<file path="src/lnp_pkg.sv">
// lnp_pkg: shared constants, register indexes and controller/datapath
// command and status types for the LIF neuron pool.
// No dependencies; compiled first.
`default_nettype none

package lnp_pkg;

   // Neuron pool
   localparam int NEURONS  = 64;
   localparam int NEURON_AW = (NEURONS > 1) ? $clog2(NEURONS) : 1;
   localparam int CNT_W    = $clog2(NEURONS + 1);

   // Configuration port
   localparam int CSR_IDX_W  = 3;
   localparam int CSR_DATA_W = 24;

   localparam logic [CSR_IDX_W-1:0] REG_DECAY_FACTOR   = 3'd0;
   localparam logic [CSR_IDX_W-1:0] REG_INPUT_GAIN     = 3'd1;
   localparam logic [CSR_IDX_W-1:0] REG_RESET_LEVEL    = 3'd2;
   localparam logic [CSR_IDX_W-1:0] REG_REFRACTORY     = 3'd3;
   localparam logic [CSR_IDX_W-1:0] REG_NEURONS_IN_USE = 3'd4;

   localparam logic [15:0]        DECAY_RST      = 16'd65434;
   localparam logic [15:0]        GAIN_RST       = 16'd2048;
   localparam logic signed [23:0] RESET_LVL_RST  = -24'sd32768;
   localparam logic [3:0]         REFRACT_RST    = 4'd1;
   localparam logic [6:0]         NIU_RST        = 7'd64;

   // Membrane format, signed Q8.16
   localparam logic signed [23:0] MEM_MAX   = 24'sh7FFFFF;
   localparam logic signed [23:0] MEM_MIN   = -24'sh800000;
   localparam logic signed [23:0] THRESHOLD = 24'sd65536;

   typedef struct packed {
      logic                 load;    // item accepted, capture payload
      logic                 mult;    // sample * gain
      logic                 scale;   // round to Q8.16 drive
      logic                 issue;   // start one neuron update
      logic [NEURON_AW-1:0] addr;    // neuron being issued
      logic                 finish;  // load result register
   } lnp_cmd_type;

   typedef struct packed {
      logic [CNT_W-1:0] count;      // neurons to update per item
      logic             pipe_busy;  // neuron updates still in flight
      logic             out_free;   // result register empty
   } lnp_status_type;

endpackage

`default_nettype wire

</file>
<file path="src/lnp_ifs.sv">
// lnp_req_if / lnp_rsp_if: valid/ready channels of the LIF neuron pool.
// Standalone; no package dependency.
`default_nettype none

interface lnp_req_if;
   logic               valid;
   logic               ready;
   logic signed [15:0] sample;
   logic               block_end;

   modport source (output valid, output sample, output block_end, input ready);
   modport sink   (input valid, input sample, input block_end, output ready);
endinterface

interface lnp_rsp_if;
   logic        valid;
   logic        ready;
   logic [6:0]  spike_count;
   logic        block_done;
   logic [15:0] block_total;

   modport source (output valid, output spike_count, output block_done,
                   output block_total, input ready);
   modport sink   (input valid, input spike_count, input block_done,
                   input block_total, output ready);
endinterface

`default_nettype wire

</file>
<file path="src/lnp_datapath.sv">
// lnp_datapath: configuration registers, neuron state memory, three-stage
// neuron update pipeline, spike counting and the result register.
// Depends on lnp_pkg.
`default_nettype none

module lnp_datapath import lnp_pkg::*; (
   input  logic                  clock,
   input  logic                  reset,
   input  logic                  csr_wr_en,
   input  logic [CSR_IDX_W-1:0]  csr_index,
   input  logic [CSR_DATA_W-1:0] csr_wr_data,
   input  logic signed [15:0]    req_sample,
   input  logic                  req_block_end,
   input  lnp_cmd_type           cmd,
   output lnp_status_type        status,
   output logic                  rsp_valid,
   input  logic                  rsp_ready,
   output logic [6:0]            rsp_spike_count,
   output logic                  rsp_block_done,
   output logic [15:0]           rsp_block_total
);

   // configuration
   logic [15:0]        decay_ff;
   logic [15:0]        gain_ff;
   logic signed [23:0] reset_lvl_ff;
   logic [3:0]         refract_ff;
   logic [6:0]         niu_ff;

   // item
   logic signed [15:0] sample_ff;
   logic               block_end_ff;
   logic signed [32:0] gain_prod_ff;
   logic signed [32:0] gain_round;
   logic signed [37:0] bias_ff;

   // neuron memory: {refractory_left, membrane}
   logic [27:0]          nmem [NEURONS];
   logic [NEURONS-1:0]   entry_vld_ff;

   // stage 1
   logic                 s1_valid_ff;
   logic [NEURON_AW-1:0] s1_addr_ff;
   logic                 s1_hit_ff;
   logic [27:0]          rd_word_ff;
   logic signed [23:0]   s1_mem;
   logic [3:0]           s1_ref;

   // stage 2
   logic                 s2_valid_ff;
   logic [NEURON_AW-1:0] s2_addr_ff;
   logic signed [23:0]   s2_mem_ff;
   logic [3:0]           s2_ref_ff;
   logic signed [40:0]   s2_prod_ff;
   logic signed [41:0]   s2_sum;
   logic signed [25:0]   s2_v;
   logic signed [23:0]   s2_sat;
   logic                 s2_fire;
   logic [27:0]          wr_word;

   // counting and result
   logic [6:0]   spike_cnt_ff;
   logic [15:0]  block_sum_ff;
   logic [16:0]  sum_wide;
   logic [15:0]  sum_in;
   logic         rsp_valid_ff;
   logic [6:0]   rsp_count_ff;
   logic         rsp_done_ff;
   logic [15:0]  rsp_total_ff;
   logic [CNT_W-1:0] count;

   always_ff @(posedge clock) begin
      if (reset) begin
         decay_ff     <= DECAY_RST;
         gain_ff      <= GAIN_RST;
         reset_lvl_ff <= RESET_LVL_RST;
         refract_ff   <= REFRACT_RST;
         niu_ff       <= NIU_RST;
      end else if (csr_wr_en) begin
         case (csr_index)
            REG_DECAY_FACTOR:   decay_ff     <= csr_wr_data[15:0];
            REG_INPUT_GAIN:     gain_ff      <= csr_wr_data[15:0];
            REG_RESET_LEVEL:    reset_lvl_ff <= $signed(csr_wr_data[23:0]);
            REG_REFRACTORY:     refract_ff   <= csr_wr_data[3:0];
            REG_NEURONS_IN_USE: niu_ff       <= csr_wr_data[6:0];
            default: ;
         endcase
      end
   end

   always_comb begin
      if (32'(niu_ff) > NEURONS) begin
         count = CNT_W'(NEURONS);
      end else begin
         count = CNT_W'(niu_ff);
      end
   end

   // drive = round(sample*gain / 2^11); bias folds in the leak rounding term
   assign gain_round = gain_prod_ff + 33'sd1024;

   always_ff @(posedge clock) begin
      if (cmd.load) begin
         sample_ff    <= req_sample;
         block_end_ff <= req_block_end;
      end
      if (cmd.mult) begin
         gain_prod_ff <= sample_ff * $signed({1'b0, gain_ff});
      end
      if (cmd.scale) begin
         bias_ff <= $signed({gain_round[32:11], 16'h8000});
      end
   end

   // stage 0 -> 1: memory read
   always_ff @(posedge clock) begin
      if (cmd.issue) begin
         rd_word_ff <= nmem[cmd.addr];
      end
      s1_addr_ff <= cmd.addr;
      s1_hit_ff  <= entry_vld_ff[cmd.addr];
   end

   always_ff @(posedge clock) begin
      if (reset) begin
         s1_valid_ff <= 1'b0;
         s2_valid_ff <= 1'b0;
      end else begin
         s1_valid_ff <= cmd.issue;
         s2_valid_ff <= s1_valid_ff;
      end
   end

   // never-written entries read as the reset state
   assign s1_mem = s1_hit_ff ? $signed(rd_word_ff[23:0]) : 24'sd0;
   assign s1_ref = s1_hit_ff ? rd_word_ff[27:24] : 4'd0;

   // stage 1 -> 2: leak multiply
   always_ff @(posedge clock) begin
      s2_addr_ff <= s1_addr_ff;
      s2_mem_ff  <= s1_mem;
      s2_ref_ff  <= s1_ref;
      s2_prod_ff <= s1_mem * $signed({1'b0, decay_ff});
   end

   // stage 2: refractory countdown, or integrate, saturate, threshold; write back
   always_comb begin
      s2_sum = 42'(s2_prod_ff) + 42'(bias_ff);
      s2_v   = s2_sum[41:16];
      if (s2_v > 26'(MEM_MAX)) begin
         s2_sat = MEM_MAX;
      end else if (s2_v < 26'(MEM_MIN)) begin
         s2_sat = MEM_MIN;
      end else begin
         s2_sat = s2_v[23:0];
      end
      s2_fire = 1'b0;
      if (s2_ref_ff != 4'd0) begin
         wr_word = {s2_ref_ff - 4'd1, s2_mem_ff};
      end else if (s2_sat >= THRESHOLD) begin
         s2_fire = 1'b1;
         wr_word = {refract_ff, reset_lvl_ff};
      end else begin
         wr_word = {4'd0, s2_sat};
      end
   end

   always_ff @(posedge clock) begin
      if (s2_valid_ff) begin
         nmem[s2_addr_ff] <= wr_word;
      end
   end

   always_ff @(posedge clock) begin
      if (reset) begin
         entry_vld_ff <= '0;
      end else if (s2_valid_ff) begin
         entry_vld_ff[s2_addr_ff] <= 1'b1;
      end
   end

   always_ff @(posedge clock) begin
      if (reset) begin
         spike_cnt_ff <= 7'd0;
      end else if (cmd.load) begin
         spike_cnt_ff <= 7'd0;
      end else if (s2_valid_ff && s2_fire) begin
         spike_cnt_ff <= spike_cnt_ff + 7'd1;
      end
   end

   assign sum_wide = {1'b0, block_sum_ff} + 17'(spike_cnt_ff);
   assign sum_in   = sum_wide[16] ? 16'hFFFF : sum_wide[15:0];

   always_ff @(posedge clock) begin
      if (reset) begin
         block_sum_ff <= 16'd0;
         rsp_valid_ff <= 1'b0;
      end else begin
         if (cmd.finish) begin
            block_sum_ff <= block_end_ff ? 16'd0 : sum_in;
            rsp_valid_ff <= 1'b1;
         end else if (rsp_ready) begin
            rsp_valid_ff <= 1'b0;
         end
      end
   end

   always_ff @(posedge clock) begin
      if (cmd.finish) begin
         rsp_count_ff <= spike_cnt_ff;
         rsp_done_ff  <= block_end_ff;
         rsp_total_ff <= block_end_ff ? sum_in : 16'd0;
      end
   end

   assign rsp_valid       = rsp_valid_ff;
   assign rsp_spike_count = rsp_count_ff;
   assign rsp_block_done  = rsp_done_ff;
   assign rsp_block_total = rsp_total_ff;

   assign status.count     = count;
   assign status.pipe_busy = s1_valid_ff | s2_valid_ff;
   assign status.out_free  = ~rsp_valid_ff;

`ifndef SYNTH
   a_finish_clean: assert property (@(posedge clock) disable iff (reset)
      cmd.finish |-> !s1_valid_ff && !s2_valid_ff && !rsp_valid_ff)
      else $error("result loaded while pipeline busy or result pending");

   a_stage_order: assert property (@(posedge clock) disable iff (reset)
      s2_valid_ff |-> $past(s1_valid_ff))
      else $error("stage 2 valid without stage 1");

   a_total_zero: assert property (@(posedge clock) disable iff (reset)
      rsp_valid_ff && !rsp_done_ff |-> rsp_total_ff == 16'd0)
      else $error("block total nonzero outside block end");

   a_count_bound: assert property (@(posedge clock) disable iff (reset)
      cmd.finish |-> 32'(spike_cnt_ff) <= 32'(count))
      else $error("more spikes than neurons in use");
`endif

endmodule

`default_nettype wire

</file>
<file path="src/lnp_ctrl.sv">
// lnp_ctrl: item sequencer for the LIF neuron pool; accepts an item,
// steps the drive setup, issues one neuron per cycle and hands off the result.
// Depends on lnp_pkg.
`default_nettype none

module lnp_ctrl import lnp_pkg::*; (
   input  logic           clock,
   input  logic           reset,
   input  logic           req_valid,
   output logic           req_ready,
   input  lnp_status_type status,
   output lnp_cmd_type    cmd
);

   localparam logic [2:0] ST_IDLE  = 3'd0;
   localparam logic [2:0] ST_MULT  = 3'd1;
   localparam logic [2:0] ST_SCALE = 3'd2;
   localparam logic [2:0] ST_RUN   = 3'd3;
   localparam logic [2:0] ST_DRAIN = 3'd4;

   logic [2:0]       state_ff;
   logic [2:0]       state_in;
   logic [CNT_W-1:0] idx_ff;
   logic [CNT_W-1:0] idx_in;
   logic [CNT_W-1:0] idx_next;

   assign idx_next = idx_ff + CNT_W'(1);

   always_comb begin
      state_in   = state_ff;
      idx_in     = idx_ff;
      req_ready  = 1'b0;
      cmd        = '0;
      cmd.addr   = idx_ff[NEURON_AW-1:0];
      case (state_ff)
         ST_IDLE: begin
            req_ready = 1'b1;
            if (req_valid) begin
               cmd.load = 1'b1;
               state_in = ST_MULT;
            end
         end
         ST_MULT: begin
            cmd.mult = 1'b1;
            state_in = ST_SCALE;
         end
         ST_SCALE: begin
            cmd.scale = 1'b1;
            idx_in    = '0;
            state_in  = (status.count == '0) ? ST_DRAIN : ST_RUN;
         end
         ST_RUN: begin
            cmd.issue = 1'b1;
            idx_in    = idx_next;
            if (idx_next == status.count) begin
               state_in = ST_DRAIN;
            end
         end
         ST_DRAIN: begin
            // wait for the last write-back and a free result register
            if (!status.pipe_busy && status.out_free) begin
               cmd.finish = 1'b1;
               state_in   = ST_IDLE;
            end
         end
         default: begin
            state_in = ST_IDLE;
         end
      endcase
   end

   always_ff @(posedge clock) begin
      if (reset) begin
         state_ff <= ST_IDLE;
         idx_ff   <= '0;
      end else begin
         state_ff <= state_in;
         idx_ff   <= idx_in;
      end
   end

endmodule

`default_nettype wire

</file>
<file path="src/lif_neuron_pool.sv">
// lif_neuron_pool: top level of a pool of leaky integrate-and-fire neurons.
// Depends on lnp_pkg, lnp_ifs (lnp_req_if, lnp_rsp_if), lnp_ctrl, lnp_datapath.
//
// Usage:
//   req_chan carries one audio sample (signed Q1.15) and a block_end flag per
//   item; rsp_chan returns exactly one result per item: spike_count, and on a
//   block end block_done = 1 with the saturating block spike total.
//   csr_* writes a configuration register (decay, gain, reset level,
//   refractory samples, neurons in use); write only while no item is open.
//   One item is in work at a time. After acceptance the block forms the
//   drive (multiply, then scale), then updates one neuron per cycle
//   through a three-stage read / multiply / write-back pipeline on a
//   neuron state memory with separate read and write ports. Once the last
//   write-back is done and the result register is free, the result is
//   registered and the block returns to idle to take the next item.
//   The result sits in an output register, so a stalled receiver only holds
//   back the hand-off at the end of the following item.
//   Reset (synchronous) restores register defaults and clears neuron state at
//   once through per-entry valid bits; no clearing pass is needed.
`default_nettype none

module lif_neuron_pool import lnp_pkg::*; (
   input  logic                  clock,
   input  logic                  reset,
   lnp_req_if.sink               req_chan,
   lnp_rsp_if.source             rsp_chan,
   input  logic                  csr_wr_en,
   input  logic [CSR_IDX_W-1:0]  csr_index,
   input  logic [CSR_DATA_W-1:0] csr_wr_data
);

   lnp_cmd_type    cmd;
   lnp_status_type status;
   logic           req_ready;
   logic           rsp_valid;
   logic [6:0]     rsp_spike_count;
   logic           rsp_block_done;
   logic [15:0]    rsp_block_total;

   lnp_ctrl u_ctrl (
      .clock     (clock),
      .reset     (reset),
      .req_valid (req_chan.valid),
      .req_ready (req_ready),
      .status    (status),
      .cmd       (cmd)
   );

   lnp_datapath u_datapath (
      .clock           (clock),
      .reset           (reset),
      .csr_wr_en       (csr_wr_en),
      .csr_index       (csr_index),
      .csr_wr_data     (csr_wr_data),
      .req_sample      (req_chan.sample),
      .req_block_end   (req_chan.block_end),
      .cmd             (cmd),
      .status          (status),
      .rsp_valid       (rsp_valid),
      .rsp_ready       (rsp_chan.ready),
      .rsp_spike_count (rsp_spike_count),
      .rsp_block_done  (rsp_block_done),
      .rsp_block_total (rsp_block_total)
   );

   assign req_chan.ready       = req_ready;
   assign rsp_chan.valid       = rsp_valid;
   assign rsp_chan.spike_count = rsp_spike_count;
   assign rsp_chan.block_done  = rsp_block_done;
   assign rsp_chan.block_total = rsp_block_total;

endmodule

`default_nettype wire
</file>
<file path="src/flat_wrapper.sv">
// flat-port wrapper written by rule: the top's interface ports become plain ports
module lif_neuron_pool_flat import lnp_pkg::*;
  (clock, reset, csr_wr_en, csr_index, csr_wr_data, req_chan_valid, req_chan_sample, req_chan_block_end, req_chan_ready, rsp_chan_valid, rsp_chan_spike_count, rsp_chan_block_done, rsp_chan_block_total, rsp_chan_ready);
  lnp_req_if req_chan_i ();
  lnp_rsp_if rsp_chan_i ();
  input  logic clock;
  input  logic reset;
  input  logic csr_wr_en;
  input  logic [CSR_IDX_W-1:0] csr_index;
  input  logic [CSR_DATA_W-1:0] csr_wr_data;
  input wire logic [$bits(req_chan_i.valid)-1:0] req_chan_valid;
  input wire logic [$bits(req_chan_i.sample)-1:0] req_chan_sample;
  input wire logic [$bits(req_chan_i.block_end)-1:0] req_chan_block_end;
  output wire logic [$bits(req_chan_i.ready)-1:0] req_chan_ready;
  output wire logic [$bits(rsp_chan_i.valid)-1:0] rsp_chan_valid;
  output wire logic [$bits(rsp_chan_i.spike_count)-1:0] rsp_chan_spike_count;
  output wire logic [$bits(rsp_chan_i.block_done)-1:0] rsp_chan_block_done;
  output wire logic [$bits(rsp_chan_i.block_total)-1:0] rsp_chan_block_total;
  input wire logic [$bits(rsp_chan_i.ready)-1:0] rsp_chan_ready;
  assign req_chan_i.valid = req_chan_valid;
  assign req_chan_i.sample = req_chan_sample;
  assign req_chan_i.block_end = req_chan_block_end;
  assign req_chan_ready = req_chan_i.ready;
  assign rsp_chan_valid = rsp_chan_i.valid;
  assign rsp_chan_spike_count = rsp_chan_i.spike_count;
  assign rsp_chan_block_done = rsp_chan_i.block_done;
  assign rsp_chan_block_total = rsp_chan_i.block_total;
  assign rsp_chan_i.ready = rsp_chan_ready;
  lif_neuron_pool u_core (.clock(clock), .reset(reset), .req_chan(req_chan_i), .rsp_chan(rsp_chan_i), .csr_wr_en(csr_wr_en), .csr_index(csr_index), .csr_wr_data(csr_wr_data));
endmodule
</file>
<file path="config.mk">
export PLATFORM = sky130hd
export DESIGN_NAME = lif_neuron_pool_flat
export DESIGN_NICKNAME = d
export VERILOG_FILES = /design/src/lnp_pkg.sv /design/src/lnp_ifs.sv /design/src/lnp_datapath.sv /design/src/lnp_ctrl.sv /design/src/lif_neuron_pool.sv /design/src/flat_wrapper.sv
export SDC_FILE = /design/constraint.sdc
export NUM_CORES = 2
export LEC_CHECK = 0
export ABC_CLOCK_PERIOD_IN_PS = 6900
export BUFFER_PORTS_ARGS = -buffer_cell sky130_fd_sc_hd__buf_2
export CORE_MARGIN = 2
export CORE_UTILIZATION = 44
export CTS_CLUSTER_SIZE = 8
export DETAILED_ROUTE_END_ITERATION = 8
export PLACE_DENSITY = 0.7
export SKIP_LAST_GASP = 1
export SYNTH_ARGS = -nofsm -noshare
export SYNTH_HDL_FRONTEND = slang
export SYNTH_SLANG_ARGS = --single-unit
</file>
<file path="constraint.sdc">
create_clock -name clock -period 6.9 [get_ports clock]
set_clock_uncertainty 0.1 [all_clocks]
set_input_delay 2.07 -clock clock [delete_from_list [all_inputs] [get_ports clock]]
set_output_delay 2.07 -clock clock [all_outputs]
set_load 0.02 [all_outputs]
</file>
==> results by group <==
Detailed routing
  • Wirelength per Cell: 27.1 um
  • Metal2 WL: around 130,000 um
  • Vias per inst: roughly 5.8
  • 1st-iter DRT viols: a little under 7k
  • Routed vias: 58.8k
  • DRT met1 WL: around 110,000 um
  • Routed Antenna Nets: 0
  • Drt first pass iters: 6
  • Max Used Layer: met5
  • DR WL met3: ~24,000 um
  • DRT Wirelength: roughly 270,000 um
  • # DRC: 0

Critical path
  • Reg2Reg Setup Slack: between 150 and 200 ps
  • Startpoint types: register
  • Critical path class: register to register
  • Worst r2r src: u_core.u_datapath.s1_hit_ff
  • Reg2Reg Depth: 24
  • WP data arrival: around 7400 ps
  • Reg-to-Reg End: u_core.u_datapath.s2_prod_ff[40]
  • Crit end category: register
  • CP Max Fanout: 7
  • WP data required: 7580 ps

Placed design
  • HPWL after detailed placement: 165,000 um
  • Port-buffer cells: between 70 and 80
  • GPL Wtd Cong: around 0.92
  • Pre-CTS WS: -172 ps

Die
  • Die Y: between 400 and 500 um
  • Die Width: around 500 um
  • CORE AREA: between 200,000 and 250,000 sq um
  • Die ar.: 241,000 sq um
  • I/O pin count: 75
  • Initial Util: 44.3%
  • Row count: between 150 and 200

Timing
  • RSZ-0062 raised after global routing: true
  • Max Slew Vio Count: 0
  • # setup viols final: 0
  • Fmax: roughly 150 MHz
  • Final Hold Fails: 0
  • Crit path time final: ~6700 ps
  • Final period utilization: around 97%
  • Worst-margin pin slew: roughly 1200 ps
  • Hold WS: 224 ps
  • Rel. slew slack: between 15 and 20%
  • Min setup slack post-route: roughly 180 ps

Min path
  • Hold_sp: u_core.u_datapath.s1_addr_ff[3]
  • Hold depth: 0
  • HP Class: register to register
  • WHS Endpoint: u_core.u_datapath.s2_addr_ff[3]

Logic synthesis
  • Syn Std Cell Area: 104,000 sq um
  • Post-synth EDFFs: 1,906
  • Synth cell types: between 70 and 80
  • Largest area contributor in the netlist: edfxtp_1
  • Ys flop type: edfxtp_1
  • Synth Instances: between 6k and 7k
  • Seq/Total Area, Yosys: between 50% and 60%
  • Synth top area share: between 50% and 60%
  • Synth warn: 0
  • Post-Syn Nets: between 7k and 8k
  • Flops & latches, synth: approximately 2.1k
  • Syn avg cell area: between 15 and 20 sq um
  • Async SR Flop Fraction: 0%
  • Synth area leaders: edfxtp_1 55%, mux4_2 13%, fa_1 11%, dfxtp_1 4.5%, ha_1 3.0%

Clocking
  • TritonCTS clock tree: yes
  • Clock root buffer: clkbuf_16
  • CTS buffer count: about 320
  • Htree depth: 5
  • Deepest clock path buffer count: 4
  • Clock slew at reported path FFs: 50 ps
  • Worst-Skew Late Latency: 960 ps
  • CTS sink count: between 2k and 2.5k

Pwr
  • Switching pwr: about 9100 uW
  • Worst vdd ir: around 0.0004 V
  • Int Pwr: 25,800 uW
  • Design Power: 34,900 uW
  • Switching share of power: between 20% and 30%
  • Share of total power in sequential cells: about 47%
  • Leak pwr: around 0.043 uW
  • Clock network fraction of total power: between 30 and 40%
  • Comb power frac: 13.9%
  • Cell Pwr Density: 292 nW/um^2

Global route
  • Initial antenna violation count: 24
  • Gr usage total: between 20% and 30%
  • Vias in the first global route: roughly 61k
  • Pin count of the biggest net entering global routing: about 130
  • First-pass GRT wire length: ~400,000 um
  • GRT Residual Overflow: 0

Finish
  • Commonest non-fill, non-tap cell in the layout: edfxtp_1
  • Commonest cells after routing, fill and taps aside: 1,906 x edfxtp_1, 711 x inv_1, 609 x mux4_2, 573 x nand2_1, 556 x fa_1
  • Area grow syn2layout: 14.5%
  • Final nets: slightly below 8k
  • Layout cells sized above 1: 21.1%

Outcome
  • Outcome: complete, no violations

Flow run
  • Max-cap violation count: 0
state kept, by name (all words and copies together), names as in the netlist, 22 cells and up:
register,count
u_core.u_datapath.entry_vld_ff,64
u_core.u_datapath.reset_lvl_ff,24
u_core.u_datapath.bias_ff,22
u_core.u_datapath.nmem,1792
u_core.u_datapath.gain_prod_ff,23
u_core.u_datapath.s2_mem_ff,24
u_core.u_datapath.s2_prod_ff,26
u_core.u_datapath.rd_word_ff,28
per-layer routing:
metal | vias to the layer above | global-route usage [%]
li1 | 24411 | -
met1 | 31135 | 30.7
met2 | 2762 | 36.5
met3 | 507 | 4.83
met4 | 18 | 8.28
met5 | - | 0
stage by stage:
stage / util, % / area, sq um / setup TNS, ps / cells
after detailed placement: 46.8 / 110000 / -328 / 9676
after global placement: 46.8 / 110000 / -116 / 9676
after CTS: 50.5 / 119000 / 0 / 10117
final: 50.7 / 119000 / 0 / 10143
after global routing: 50.7 / 119000 / -89.3 / 10137
after floorplan: - / 104000 / 0 / 6534
Yosys cell counts, types with 18 or more instances:
| cell type | count |
|---|---|
| edfxtp_1 | 1906 |
| inv_1 | 715 |
| mux4_2 | 609 |
| nand2_1 | 575 |
| fa_1 | 570 |
| nor2_1 | 320 |
| clkbuf_1 | 265 |
| ha_1 | 254 |
| dfxtp_1 | 234 |
| and3_1 | 168 |
| and2_1 | 160 |
| a21oi_1 | 133 |
| xnor2_1 | 74 |
| o21ai_0 | 57 |
| buf_1 | 45 |
| nand3_1 | 40 |
| nor3_1 | 39 |
| xor2_1 | 34 |
| nand4_1 | 28 |
| nand3b_1 | 24 |
| a21o_1 | 22 |
| nand2b_1 | 22 |
| o21a_1 | 19 |
| o211ai_1 | 18 |
cell type report:
cell class                 instances  area [sq um]
timing repair buffer             333          2730
fill                           18921        116000
inverter                         717          2690
antenna                            7          17.5
multi-input combinational       3357         39500
tap                             3150          3940
clock buffer                     421          8470
clock inverter                    18           173
sequential                      2140         61900
power by group through the flow:
stage	combinational (uW)	clock, uW	sequential (uW)
after floorplan	2640	0	16700
after global placement	4550	0	16500
after detailed placement	4780	0	16600
after CTS	4800	13900	16300
after global routing	5240	14500	16300
final	4830	13700	16300
worst max-delay path by stage:
stage	from	endpoint	depth (start not counted)	slack (ps)
floorplan	u_core.u_datapath.s1_hit_ff	u_core.u_datapath.s2_prod_ff[40]	24	420
global placement	u_core.u_datapath.s1_hit_ff	u_core.u_datapath.s2_prod_ff[40]	24	-120
detailed placement	u_core.u_datapath.s1_hit_ff	u_core.u_datapath.s2_prod_ff[40]	24	-170
CTS	u_core.u_datapath.s1_hit_ff	u_core.u_datapath.s2_prod_ff[40]	23	2
global route	u_core.u_datapath.s1_hit_ff	u_core.u_datapath.s2_prod_ff[39]	23	-30
finish	u_core.u_datapath.s1_hit_ff	u_core.u_datapath.s2_prod_ff[40]	24	180
worst max-delay path, stage by stage, from the launching register on:
cell and delay, ps:
dfxtp_4 390, buf_6 140, and2_4 210, buf_6 140
nand2_1 90, fa_1 530, inv_1 60, fa_1 550
fa_1 440, fa_1 500, fa_1 490, inv_1 50
fa_1 470, inv_1 60, ha_4 220, a21oi_1 130
o22ai_1 100, o21a_1 190, or4_4 430, a41oi_4 240
buf_6 140, o31a_1 190, o211ai_1 160, a2111o_1 440
o211ai_1 90
cell families (layout without fill, tap and decap cells):
group,Yosys count,count (layout),synth area share [%]
AOI/OAI and AO/OA,376,376,2.33
xor gates and xnor gates,108,108,0.907
adders and majority gates,824,824,14.0
buffers and inverters,1037,1489,3.77
DFF,2140,2140,59.4
muxes,620,620,13.3
other,0,7,0
and+or+nand+nor,1429,1429,6.40
timing repair:
item / 4_1_cts / 5_1_grt
pin swaps: 0 / 46
hold buffers: 0 / 0
setup endpoints to repair: 8 / 11
gates resized for setup: 10 / 96
buffers inserted: 1 / 16
gates cloned: 1 / 4
hold endpoints to repair: 0 / 0
No activity file was read; power rests on OpenSTA's default activity.
